## src/sv/mpwr_pkg.sv

```systemverilog
// shared types, constants and register codes of the word replacer
package mpwr_pkg;

    localparam int SLOTS_DEFAULT     = 4;
    localparam int MAX_BYTES_DEFAULT = 8;
    localparam int WORD_W            = 64;
    localparam int LEN_W             = 4;
    localparam int BYTE_W            = 8;
    localparam int REPL_IDX_W        = 3;
    localparam int CFG_INDEX_W       = 3;
    localparam int CMD_FIFO_DEPTH    = 2;

    localparam logic [CFG_INDEX_W-1:0] CFG_PATTERN_LENGTHS = 3'd4;
    localparam logic [CFG_INDEX_W-1:0] CFG_REPL_WORD       = 3'd5;
    localparam logic [CFG_INDEX_W-1:0] CFG_REPL_LENGTH     = 3'd6;

    localparam logic [WORD_W-1:0] REPL_WORD_RESET   = 64'h0000_006B_6177_616C;
    localparam logic [LEN_W-1:0]  REPL_LENGTH_RESET = 4'd5;

    typedef struct packed {
        logic [BYTE_W-1:0] text_byte;
        logic              text_last;
    } text_t;

    typedef struct packed {
        logic [BYTE_W-1:0] out_byte;
        logic              out_last;
    } result_t;

    // one decision from the front: copy a byte or emit the replacement word
    typedef struct packed {
        logic              is_repl;
        logic [BYTE_W-1:0] data;
        logic              last;
    } cmd_t;

    typedef enum logic [0:0] {
        BACK_IDLE,
        BACK_EMIT
    } back_state_t;

endpackage

```

## src/sv/multi_pattern_word_replacer_unit.sv

```systemverilog
// Streaming word replacer. Text bytes are pushed in and filtered bytes popped out, one beat per
// byte. The input keeps accepting bytes while copies flow; each pattern match emits
// replacement_length bytes (zero counts as one, anything past eight as eight), one per cycle
// from the back end while the output register is free or popped, so a match holds the input
// once the two-entry decision queue fills. A beat marked text_last starts a flush that issues
// one decision per cycle while the decision queue has room, until the lookahead window is empty,
// and keeps full high meanwhile; the final filtered byte carries out_last. The decision taken on
// the push that brings the window to MAX_PATTERN_BYTES bytes passes through the decision queue,
// the back end's command register and the output register before it can be popped.
// Configuration writes are taken every cycle and must only happen while the block is idle.
module multi_pattern_word_replacer_unit
    import mpwr_pkg::*;
#(
    parameter int PATTERN_SLOTS     = SLOTS_DEFAULT,
    parameter int MAX_PATTERN_BYTES = MAX_BYTES_DEFAULT
)
(
    input  logic                   clk,
    input  logic                   rst_n,
    input  logic                   push,
    input  text_t                  text,
    output logic                   full,
    input  logic                   pop,
    output result_t                result,
    output logic                   empty,
    input  logic                   cfg_valid,
    output logic                   cfg_ready,
    input  logic [CFG_INDEX_W-1:0] cfg_index,
    input  logic [WORD_W-1:0]      cfg_data
);

    logic [PATTERN_SLOTS-1:0][WORD_W-1:0] pattern_reg;
    logic [4*LEN_W-1:0]                   lengths_reg;
    logic [WORD_W-1:0]                    repl_word_reg;
    logic [LEN_W-1:0]                     repl_len_reg;
    logic [LEN_W-1:0]                     repl_len_m1;
    logic [REPL_IDX_W-1:0]                repl_last_idx;
    logic                                 cfg_fire;

    cmd_t cmd_in;
    cmd_t cmd_out;
    logic cmd_push;
    logic cmd_pop;
    logic cmd_full;
    logic cmd_empty;

    assign cfg_ready = 1'b1;
    assign cfg_fire  = cfg_valid && cfg_ready;

    // zero counts as one byte, anything past eight as eight
    assign repl_len_m1   = repl_len_reg - LEN_W'(1);
    assign repl_last_idx = (repl_len_reg == '0) ? '0
                         : (repl_len_reg > LEN_W'(8)) ? '1
                         : repl_len_m1[REPL_IDX_W-1:0];

    for (genvar i = 0; i < PATTERN_SLOTS; i++)
    begin : g_pattern
        always_ff @(posedge clk or negedge rst_n)
        begin
            if (!rst_n)
            begin
                pattern_reg[i] <= '0;
            end
            else if (cfg_fire && (cfg_index == CFG_INDEX_W'(i)))
            begin
                pattern_reg[i] <= cfg_data;
            end
        end
    end

    always_ff @(posedge clk or negedge rst_n)
    begin
        if (!rst_n)
        begin
            lengths_reg   <= '0;
            repl_word_reg <= REPL_WORD_RESET;
            repl_len_reg  <= REPL_LENGTH_RESET;
        end
        else if (cfg_fire)
        begin
            if (cfg_index == CFG_PATTERN_LENGTHS)
            begin
                lengths_reg <= cfg_data[4*LEN_W-1:0];
            end
            if (cfg_index == CFG_REPL_WORD)
            begin
                repl_word_reg <= cfg_data;
            end
            if (cfg_index == CFG_REPL_LENGTH)
            begin
                repl_len_reg <= cfg_data[LEN_W-1:0];
            end
        end
    end

    mpwr_front #(
        .PATTERN_SLOTS     (PATTERN_SLOTS),
        .MAX_PATTERN_BYTES (MAX_PATTERN_BYTES)
    ) u_front (
        .clk             (clk),
        .rst_n           (rst_n),
        .push            (push),
        .text            (text),
        .full            (full),
        .pattern_words   (pattern_reg),
        .pattern_lengths (lengths_reg),
        .cmd_push        (cmd_push),
        .cmd             (cmd_in),
        .cmd_full        (cmd_full)
    );

    mpwr_cmd_fifo #(
        .WIDTH ($bits(cmd_t)),
        .DEPTH (CMD_FIFO_DEPTH)
    ) u_cmd_fifo (
        .clk     (clk),
        .rst_n   (rst_n),
        .wr_en   (cmd_push),
        .wr_data (cmd_in),
        .full    (cmd_full),
        .rd_en   (cmd_pop),
        .rd_data (cmd_out),
        .empty   (cmd_empty)
    );

    mpwr_back u_back (
        .clk           (clk),
        .rst_n         (rst_n),
        .cmd           (cmd_out),
        .cmd_empty     (cmd_empty),
        .cmd_pop       (cmd_pop),
        .repl_word     (repl_word_reg),
        .repl_last_idx (repl_last_idx),
        .pop           (pop),
        .empty         (empty),
        .result        (result)
    );

endmodule

```

## src/sv/mpwr_cmd_fifo.sv

```systemverilog
// small register queue of decisions between front and back
module mpwr_cmd_fifo
    import mpwr_pkg::*;
#(
    parameter int WIDTH = 10,
    parameter int DEPTH = CMD_FIFO_DEPTH
)
(
    input  logic             clk,
    input  logic             rst_n,
    input  logic             wr_en,
    input  logic [WIDTH-1:0] wr_data,
    output logic             full,
    input  logic             rd_en,
    output logic [WIDTH-1:0] rd_data,
    output logic             empty
);

    localparam int PTR_W = (DEPTH > 1) ? $clog2(DEPTH) : 1;
    localparam int CNT_W = $clog2(DEPTH + 1);

    logic [WIDTH-1:0] slot_reg [DEPTH];
    logic [PTR_W-1:0] wr_ptr_reg, wr_ptr_next;
    logic [PTR_W-1:0] rd_ptr_reg, rd_ptr_next;
    logic [CNT_W-1:0] count_reg, count_next;
    logic             do_wr;
    logic             do_rd;

    assign full    = (count_reg == CNT_W'(DEPTH));
    assign empty   = (count_reg == '0);
    assign do_wr   = wr_en && !full;
    assign do_rd   = rd_en && !empty;
    assign rd_data = slot_reg[rd_ptr_reg];

    always_comb
    begin
        wr_ptr_next = wr_ptr_reg;
        rd_ptr_next = rd_ptr_reg;
        count_next  = count_reg;
        if (do_wr)
        begin
            wr_ptr_next = (wr_ptr_reg == PTR_W'(DEPTH - 1)) ? '0 : wr_ptr_reg + PTR_W'(1);
        end
        if (do_rd)
        begin
            rd_ptr_next = (rd_ptr_reg == PTR_W'(DEPTH - 1)) ? '0 : rd_ptr_reg + PTR_W'(1);
        end
        if (do_wr && !do_rd)
        begin
            count_next = count_reg + CNT_W'(1);
        end
        else if (do_rd && !do_wr)
        begin
            count_next = count_reg - CNT_W'(1);
        end
    end

    always_ff @(posedge clk or negedge rst_n)
    begin
        if (!rst_n)
        begin
            wr_ptr_reg <= '0;
            rd_ptr_reg <= '0;
            count_reg  <= '0;
        end
        else
        begin
            wr_ptr_reg <= wr_ptr_next;
            rd_ptr_reg <= rd_ptr_next;
            count_reg  <= count_next;
        end
    end

    always_ff @(posedge clk)
    begin
        if (do_wr)
        begin
            slot_reg[wr_ptr_reg] <= wr_data;
        end
    end

endmodule

```

## src/sv/mpwr_front.sv

```systemverilog
// front end: lookahead window, pattern match and decision issue
module mpwr_front
    import mpwr_pkg::*;
#(
    parameter int PATTERN_SLOTS     = SLOTS_DEFAULT,
    parameter int MAX_PATTERN_BYTES = MAX_BYTES_DEFAULT
)
(
    input  logic                                clk,
    input  logic                                rst_n,
    input  logic                                push,
    input  text_t                               text,
    output logic                                full,
    input  logic [PATTERN_SLOTS-1:0][WORD_W-1:0] pattern_words,
    input  logic [4*LEN_W-1:0]                  pattern_lengths,
    output logic                                cmd_push,
    output cmd_t                                cmd,
    input  logic                                cmd_full
);

    localparam int FILL_W = $clog2(MAX_PATTERN_BYTES + 1);

    logic [BYTE_W-1:0] window_reg  [MAX_PATTERN_BYTES];
    logic [BYTE_W-1:0] window_next [MAX_PATTERN_BYTES];
    logic [FILL_W-1:0] fill_reg, fill_next;
    logic              flush_reg, flush_next;

    logic [LEN_W-1:0]         slot_len [PATTERN_SLOTS];
    logic [PATTERN_SLOTS-1:0] slot_hit;
    logic [FILL_W-1:0]        match_len;
    logic [FILL_W-1:0]        drop;
    logic [FILL_W-1:0]        left;
    logic [FILL_W-1:0]        wr_idx;
    logic                     dec_go;
    logic                     acc;

    // per slot compare against the head of the window
    always_comb
    begin
        for (int i = 0; i < PATTERN_SLOTS; i++)
        begin
            slot_len[i] = pattern_lengths[LEN_W*i +: LEN_W];
            slot_hit[i] = (slot_len[i] != '0)
                       && (int'(slot_len[i]) <= MAX_PATTERN_BYTES)
                       && (slot_len[i] <= LEN_W'(fill_reg));
            for (int k = 0; k < MAX_PATTERN_BYTES; k++)
            begin
                if ((k < int'(slot_len[i]))
                    && (window_reg[k] != pattern_words[i][BYTE_W*k +: BYTE_W]))
                begin
                    slot_hit[i] = 1'b0;
                end
            end
        end
    end

    // lowest slot wins
    always_comb
    begin
        match_len = '0;
        for (int i = PATTERN_SLOTS - 1; i >= 0; i--)
        begin
            if (slot_hit[i])
            begin
                match_len = FILL_W'(slot_len[i]);
            end
        end
    end

    assign dec_go = (flush_reg || (fill_reg == FILL_W'(MAX_PATTERN_BYTES))) && !cmd_full;
    assign full   = flush_reg || ((fill_reg == FILL_W'(MAX_PATTERN_BYTES)) && !dec_go);
    assign acc    = push && !full;
    assign drop   = !dec_go ? '0 : ((match_len != '0) ? match_len : FILL_W'(1));
    assign left   = fill_reg - drop;
    assign wr_idx = left;

    assign cmd_push     = dec_go;
    assign cmd.is_repl  = (match_len != '0);
    assign cmd.data     = window_reg[0];
    assign cmd.last     = flush_reg && (left == '0);

    always_comb
    begin
        for (int k = 0; k < MAX_PATTERN_BYTES; k++)
        begin
            window_next[k] = window_reg[k];
            for (int j = 1; j < MAX_PATTERN_BYTES - k; j++)
            begin
                if (drop == FILL_W'(j))
                begin
                    window_next[k] = window_reg[k + j];
                end
            end
            if (acc && (FILL_W'(k) == wr_idx))
            begin
                window_next[k] = text.text_byte;
            end
        end
        fill_next  = left + FILL_W'(acc);
        flush_next = flush_reg;
        if (acc && text.text_last)
        begin
            flush_next = 1'b1;
        end
        else if (dec_go && flush_reg && (left == '0))
        begin
            flush_next = 1'b0;
        end
    end

    always_ff @(posedge clk or negedge rst_n)
    begin
        if (!rst_n)
        begin
            fill_reg  <= '0;
            flush_reg <= 1'b0;
        end
        else
        begin
            fill_reg  <= fill_next;
            flush_reg <= flush_next;
        end
    end

    always_ff @(posedge clk)
    begin
        for (int k = 0; k < MAX_PATTERN_BYTES; k++)
        begin
            window_reg[k] <= window_next[k];
        end
    end

endmodule

```

## src/sv/mpwr_back.sv

```systemverilog
// back end: expands decisions into output bytes behind an output register
module mpwr_back
    import mpwr_pkg::*;
(
    input  logic                  clk,
    input  logic                  rst_n,
    input  cmd_t                  cmd,
    input  logic                  cmd_empty,
    output logic                  cmd_pop,
    input  logic [WORD_W-1:0]     repl_word,
    input  logic [REPL_IDX_W-1:0] repl_last_idx,
    input  logic                  pop,
    output logic                  empty,
    output result_t               result
);

    back_state_t             state_reg, state_next;
    cmd_t                    cmd_reg;
    logic [REPL_IDX_W-1:0]   idx_reg, idx_next;
    logic                    out_valid_reg, out_valid_next;
    result_t                 result_reg;
    logic                    slot_free;
    logic                    done;
    logic                    emit;
    result_t                 emit_beat;

    assign slot_free = !out_valid_reg || pop;
    assign done      = !cmd_reg.is_repl || (idx_reg == repl_last_idx);
    assign empty     = !out_valid_reg;
    assign result    = result_reg;

    always_comb
    begin
        state_next = state_reg;
        unique case (state_reg)
            BACK_IDLE:
            begin
                if (!cmd_empty)
                begin
                    state_next = BACK_EMIT;
                end
            end
            BACK_EMIT:
            begin
                if (slot_free && done && cmd_empty)
                begin
                    state_next = BACK_IDLE;
                end
            end
            default:
            begin
                state_next = BACK_IDLE;
            end
        endcase
    end

    always_comb
    begin
        emit    = 1'b0;
        cmd_pop = 1'b0;
        unique case (state_reg)
            BACK_IDLE:
            begin
                cmd_pop = !cmd_empty;
            end
            BACK_EMIT:
            begin
                emit    = slot_free;
                cmd_pop = slot_free && done && !cmd_empty;
            end
            default:
            begin
                emit    = 1'b0;
                cmd_pop = 1'b0;
            end
        endcase
    end

    always_comb
    begin
        emit_beat.out_byte = cmd_reg.is_repl ? repl_word[BYTE_W*idx_reg +: BYTE_W] : cmd_reg.data;
        emit_beat.out_last = cmd_reg.last && done;
        idx_next           = idx_reg;
        if (cmd_pop)
        begin
            idx_next = '0;
        end
        else if (emit)
        begin
            idx_next = idx_reg + REPL_IDX_W'(1);
        end
        out_valid_next = out_valid_reg;
        if (emit)
        begin
            out_valid_next = 1'b1;
        end
        else if (pop)
        begin
            out_valid_next = 1'b0;
        end
    end

    always_ff @(posedge clk or negedge rst_n)
    begin
        if (!rst_n)
        begin
            state_reg     <= BACK_IDLE;
            out_valid_reg <= 1'b0;
        end
        else
        begin
            state_reg     <= state_next;
            out_valid_reg <= out_valid_next;
        end
    end

    always_ff @(posedge clk)
    begin
        idx_reg <= idx_next;
        if (cmd_pop)
        begin
            cmd_reg <= cmd;
        end
        if (emit)
        begin
            result_reg <= emit_beat;
        end
    end

endmodule

```

## config.mk

```make
export PLATFORM = sky130hd
export DESIGN_NAME = multi_pattern_word_replacer_unit
export DESIGN_NICKNAME = d
export VERILOG_FILES = /design/src/sv/mpwr_pkg.sv /design/src/sv/multi_pattern_word_replacer_unit.sv /design/src/sv/mpwr_cmd_fifo.sv /design/src/sv/mpwr_front.sv /design/src/sv/mpwr_back.sv
export SDC_FILE = /design/constraint.sdc
export NUM_CORES = 1
export LEC_CHECK = 0
export ABC_AREA = 1
export BUFFER_PORTS_ARGS = -buffer_cell sky130_fd_sc_hd__buf_2
export CAP_MARGIN = 0
export CORE_ASPECT_RATIO = 1.1
export CORE_MARGIN = 4
export CORE_UTILIZATION = 36
export DETAILED_ROUTE_END_ITERATION = 7
export SLEW_MARGIN = 20
export SYNTH_ARGS = -nofsm -noshare
export SYNTH_HDL_FRONTEND = slang
export SYNTH_HIERARCHICAL = 1
export SYNTH_SLANG_ARGS = --single-unit
```

## constraint.sdc

```tcl
create_clock -name clk -period 4.7 [get_ports clk]
set_input_delay 0.235 -clock clk [delete_from_list [all_inputs] [get_ports clk]]
set_output_delay 0.235 -clock clk [all_outputs]
set_load 0.05 [all_outputs]
```

* Word level (Yosys, flattened, before mapping)
Memories as Yosys holds them, arrays and structs flattened. A register that Yosys moved wholly into a read port is not among the register bits. Cells that the tools add are included.
Storage, ports and cells: bits in registers 363, RAM bits 84, input port bits 81, output and inout bits 12, word-level logic and storage cells 311, memories kept 2
Operators by class: add/subtract/negate cells 8, $lt $le $gt $ge 41, equality and inequality tests 55, shifts and indexed selects 1, mux-type cells 92, bitwise logic cells 1, reduce and logical (&&, ||, !) cells 94
Memory list:
- u_front.window_reg | depth 8, width 8, read ports 8, clocked after Yosys merged registers in 0, write ports 8, RTL line mpwr_front.sv:23 | logic [BYTE_W-1:0] window_reg [MAX_PATTERN_BYTES];
- u_cmd_fifo.slot_reg | depth 2, width 10, read ports 1, clocked after Yosys merged registers in 1, write ports 1, RTL line mpwr_cmd_fifo.sv:22 | logic [WIDTH-1:0] slot_reg [DEPTH];
Operators with widths (count):
- $mux 8 | 37
- $ne 8x8->1 | 32
- $logic_and 1x1->1 | 67
- $lt 3x4->1 const A | 16
- $shiftx 64x7->8 | 1
- $mux 1 | 43
- $lt 1x4->1 const A | 8
- $lt 2x4->1 const A | 8
- $mux 4 | 6
- $reduce_bool 4->1 | 5
- $eq 3x4->1 const A | 4
- $eq 4x3->1 const B | 4
- $le 4x4->1 | 4
- $le 4x4->1 const B | 4
- $eq 3x3->1 const B | 3
- $eq 2x4->1 const A | 2
- $eq 4x2->1 const B | 2
- $logic_not 1->1 | 8
- $logic_not 4->1 | 2
- $eq 3x2->1 const B | 2
- $mux 3 | 2
- $reduce_and 2->1 | 3
- $reduce_bool 2->1 | 3
- $add 4x1->4 | 1
- 19 further kinds | 25

* Logic depth before layout (Yosys ltp)
depth after elaboration 27, gate-level depth with buffers 32, depth with buffers taken out 31

* Cells and area by module
Netlist, hierarchy kept.
Modules (own cells, without submodules):
- multi_pattern_word_replacer_unit | instances 1, cells an instance 1488, area each 13202.7 um^2, sequential area each 8536.9 um^2
- mpwr_front | instances 1, cells an instance 1674, area each 10231.1 um^2, sequential area each 2047.0 um^2
- mpwr_back | instances 1, cells an instance 195, area each 1550.2 um^2, sequential area each 680.7 um^2
- mpwr_cmd_fifo | instances 1, cells an instance 84, area each 957.2 um^2, sequential area each 700.7 um^2

* Least setup slack after synthesis
No wires, ideal clock.
path kind register to register, from register u_front/fill_reg[1] (netlist name), to memory u_front.window_reg[7][0], in the netlist u_front/window_reg[1][24], enable pin, library setup time 0.395 ns, data arrival time 4.021 ns, required time 4.305 ns, slack 0.284 ns, cell stages (with the launch flop) 22, buffers on the path 1, clock period less this slack 4.416 ns, cell sequence dfrtp_1 inv_1 ha_1 inv_1 nor2_1 o21ai_0 a22oi_1 nand3b_1 nor2_2 nand2_1 nand3_1 nand2_1 nand2_1 buf_4 o21ai_2 nand2_1 inv_1 ha_1 fa_1 xnor2_1 nand3_2 nor4_1
RTL lines (RTL line):
- to (decl) | mpwr_front.sv:23

==> flow_summary_export.csv <==
group,metric,value,unit
outcome,status,"finished, final reports clean",
grt,grt-ovfl-total,0,
setup_path,crit_arrival,4.91,ns
floorplan,core,0.07096,mm^2
final_layout,finalCoreUtilization,42.73,%
grt,grt_usage,24.64,%
clock_tree,numCtsBuffers,52,
setup_path,crit_path_end_kind,"register",
route,final_antenna_net_count,0,
clock_tree,cts_tree,"built",
grt,grt_pass1_vias,22670,
clock_tree,clk_path_buf_depth,3,
route,routedWlPerCell,21.11,um
route,drtIter0Drc,2571,
setup_path,slowest_stage,"edfxtp_1",
setup_path,path_max_fanout,11,
yosys,yosys.area.top_type,"dfrtp_1",
min_path,min_path_type,"in2reg",
pwr,ir_drop,289.7,uV
clock_tree,htreeDepth,2,
pwr,p_total,17.95,mW
route,vias,23660,
floorplan,initial_core_util,36.56,%
floorplan,dieArea,0.07642,mm^2
place,port_buffers,91,
yosys,syn-num-nets,3547,
clock_tree,clockRootBuffer,"clkbuf_16",
route,drt-vias-per-instance,5.170,
setup_path,cp_common_cell,"nand2_1",
timing,drv_slew,0,
route,post-route-drc-count,0,
place,gp_congestion,1.016,
setup_path,cpPeakStageDelay,0.53,ns
grt,antenna_found_initial,2,
final_layout,nets,3703,
floorplan,die_height,289.5,um
pwr,p_per_area,592.1,mW/mm^2
timing,relSlewSlack,27.68,%
timing,fmax,0.2177,GHz
final_layout,n_fill_cell,7298,
final_layout,mostFrequentLayoutCells,"1400 x nand2_1, 347 x nand3_1, 327 x dfrtp_1",
yosys,ys_seq_area_share,46.12,%
final_layout,area_delta_synth_final,16.88,%
timing,tightest_slew,1.085,ns
yosys,synth_edf_count,103,
setup_path,crit_path_start_kind,"register",
timing,setup_tns,0,ns
clock_tree,insertion_delay,0.60,ns
place,place_hpwl,68.95,mm
timing,final.setup_skew,0.01635,ns
timing,layout_min_cycle_time,4.594,ns
yosys,synth_area_leaders,"dfrtp_1 32%, nand2_1 20%, edfxtp_1 12%",
floorplan,num_rows,102,
pwr,p_leak,15.08,nW
yosys,syn_inst,3441,
grt,grt_max_degree,99,
route,wl,96.59,mm
setup_path,cp.required,5.01,ns
final_layout,drive_gt1_share,12.51,%
route,drtPass1Iterations,6,
timing,period_share,97.75,%
floorplan,io_pins,93,
yosys,syn_avg_cell_area,7.539,um^2
setup_path,crit_type,"reg2reg",
grt,grt_pass1_wl,144.4,mm
clock_tree,clk_pin_slew,0.06,ns
clock_tree,cts.sinks,457,
floorplan,die_width,263.9,um
yosys,synth_seq_cells,457,
final_layout,final_common_cell,"nand2_1",
yosys,synth_cell_types,58,
timing,hold_viol_final,0,
yosys,synth_area,0.02594,mm^2
yosys,async_reset_ff_share,76.81,%
flow_run,maxCapViolations,0,
final_layout,largest_reg_flops,256,
yosys,synthDominantCellAreaShare,31.64,%
yosys,ys.flop_type,"dfrtp_1",
timing,setup_viol,0,
yosys,yosys_warnings,6,
==> critical path: cells and delay by family, from the launching register on <==
kind | cells | cell delay (ns)
compound gates | 2 | 0.23
simple gates | 14 | 1.93
flops | 1 | 0.53
fa+ha+maj | 2 | 0.62
xor+xnor | 2 | 0.46
buf+inv | 5 | 0.54
==> power breakdown <==
part / switching [mW] / internal [mW]
combinational: 4.36 / 2.55
clock: 1.71 / 2.65
sequential: 1.24 / 5.45
total: 7.30 / 10.6
==> area by class of cell <==
class                      instances  area [um^2]  share of cell area [%]
tap                              936         1171                   3.862
antenna                            2        5.005                 0.01651
clock buffer                      71         1526                   5.034
timing repair buffer             291         2245                   7.403
sequential                       457        11970                   39.47
inverter                         223        847.1                   2.794
multi-input combinational       2572        12260                   40.43
clock inverter                    24        301.5                  0.9945
==> cell usage after synthesis, types with 24 or more instances <==
cell and count:
edfxtp_1 103, nand3_1 349, nand2_1 1406, o21ai_1 48
clkbuf_1 36, o211ai_1 35, xor2_1 53, xnor2_1 141
ha_1 24, inv_1 187, nor2_1 237, o21ai_0 76
inv_2 34, buf_2 122, dfrtp_1 328, a21oi_1 64
==> repair_timing <==
action / 4_1_cts / 5_1_grt
hold endpoints to repair: 391 / 0
gates resized for setup: 1 / 24
setup endpoints to repair: 1 / 111
pin swaps: 0 / 3
setup buffers: 0 / 43
hold buffers: 66 / 0
==> cells by family (layout without fill, tap and decap cells) <==
group,count (synthesis),after routing,synth area share (%)
and+or+nand+nor,2104,2104,33.52
buffers and inverters,412,609,7.114
other,1,3,0.01446
xor gates and xnor gates,194,194,6.550
adders and majority gates,25,25,1.235
DFF,457,457,46.12
AOI/OAI and AO/OA,248,248,5.445
==> stage by stage <==
step                hold WS, ns  instances  setup WS, ns  cell area, um^2
global placement         0.3542       4370       0.03888            27430
finish                  0.03543       4576        0.1057            30320
floorplan              -0.06059       3441        0.2840            25940
global route            0.01338       4575      -0.03900            30320
detailed placement       0.3538       4370       0.01244            27430
CTS                    0.002827       4531      0.005954            29920
==> routing by layer <==
metal  wire length (um)  up-vias  track usage, %
li1                   -    11200               -
met1              40670    11350           32.69
met2              45630      884           41.38
met3               5654      228           2.819
met4               4627        0           10.05
met5                  0        -               0
==> path summary, 6_finish.rpt <==
path                            slack (ns)                      start  cells past startpoint                       end
worst max-delay path                  0.11  u_front/window_reg[0][15]                     25  u_front/window_reg[1][5]
worst min-delay path                  0.04               cfg_data[12]                      3         repl_word_reg[12]
worst max register to register        0.11  u_front/window_reg[0][15]                     25  u_front/window_reg[1][5]
worst min register to register        0.47           repl_word_reg[5]                      2          repl_word_reg[5]
max in group asynchronous             3.29                      rst_n                      3            lengths_reg[3]
min in group asynchronous             0.30                      rst_n                      2         repl_word_reg[28]
(Power assumes the default switching activity.)
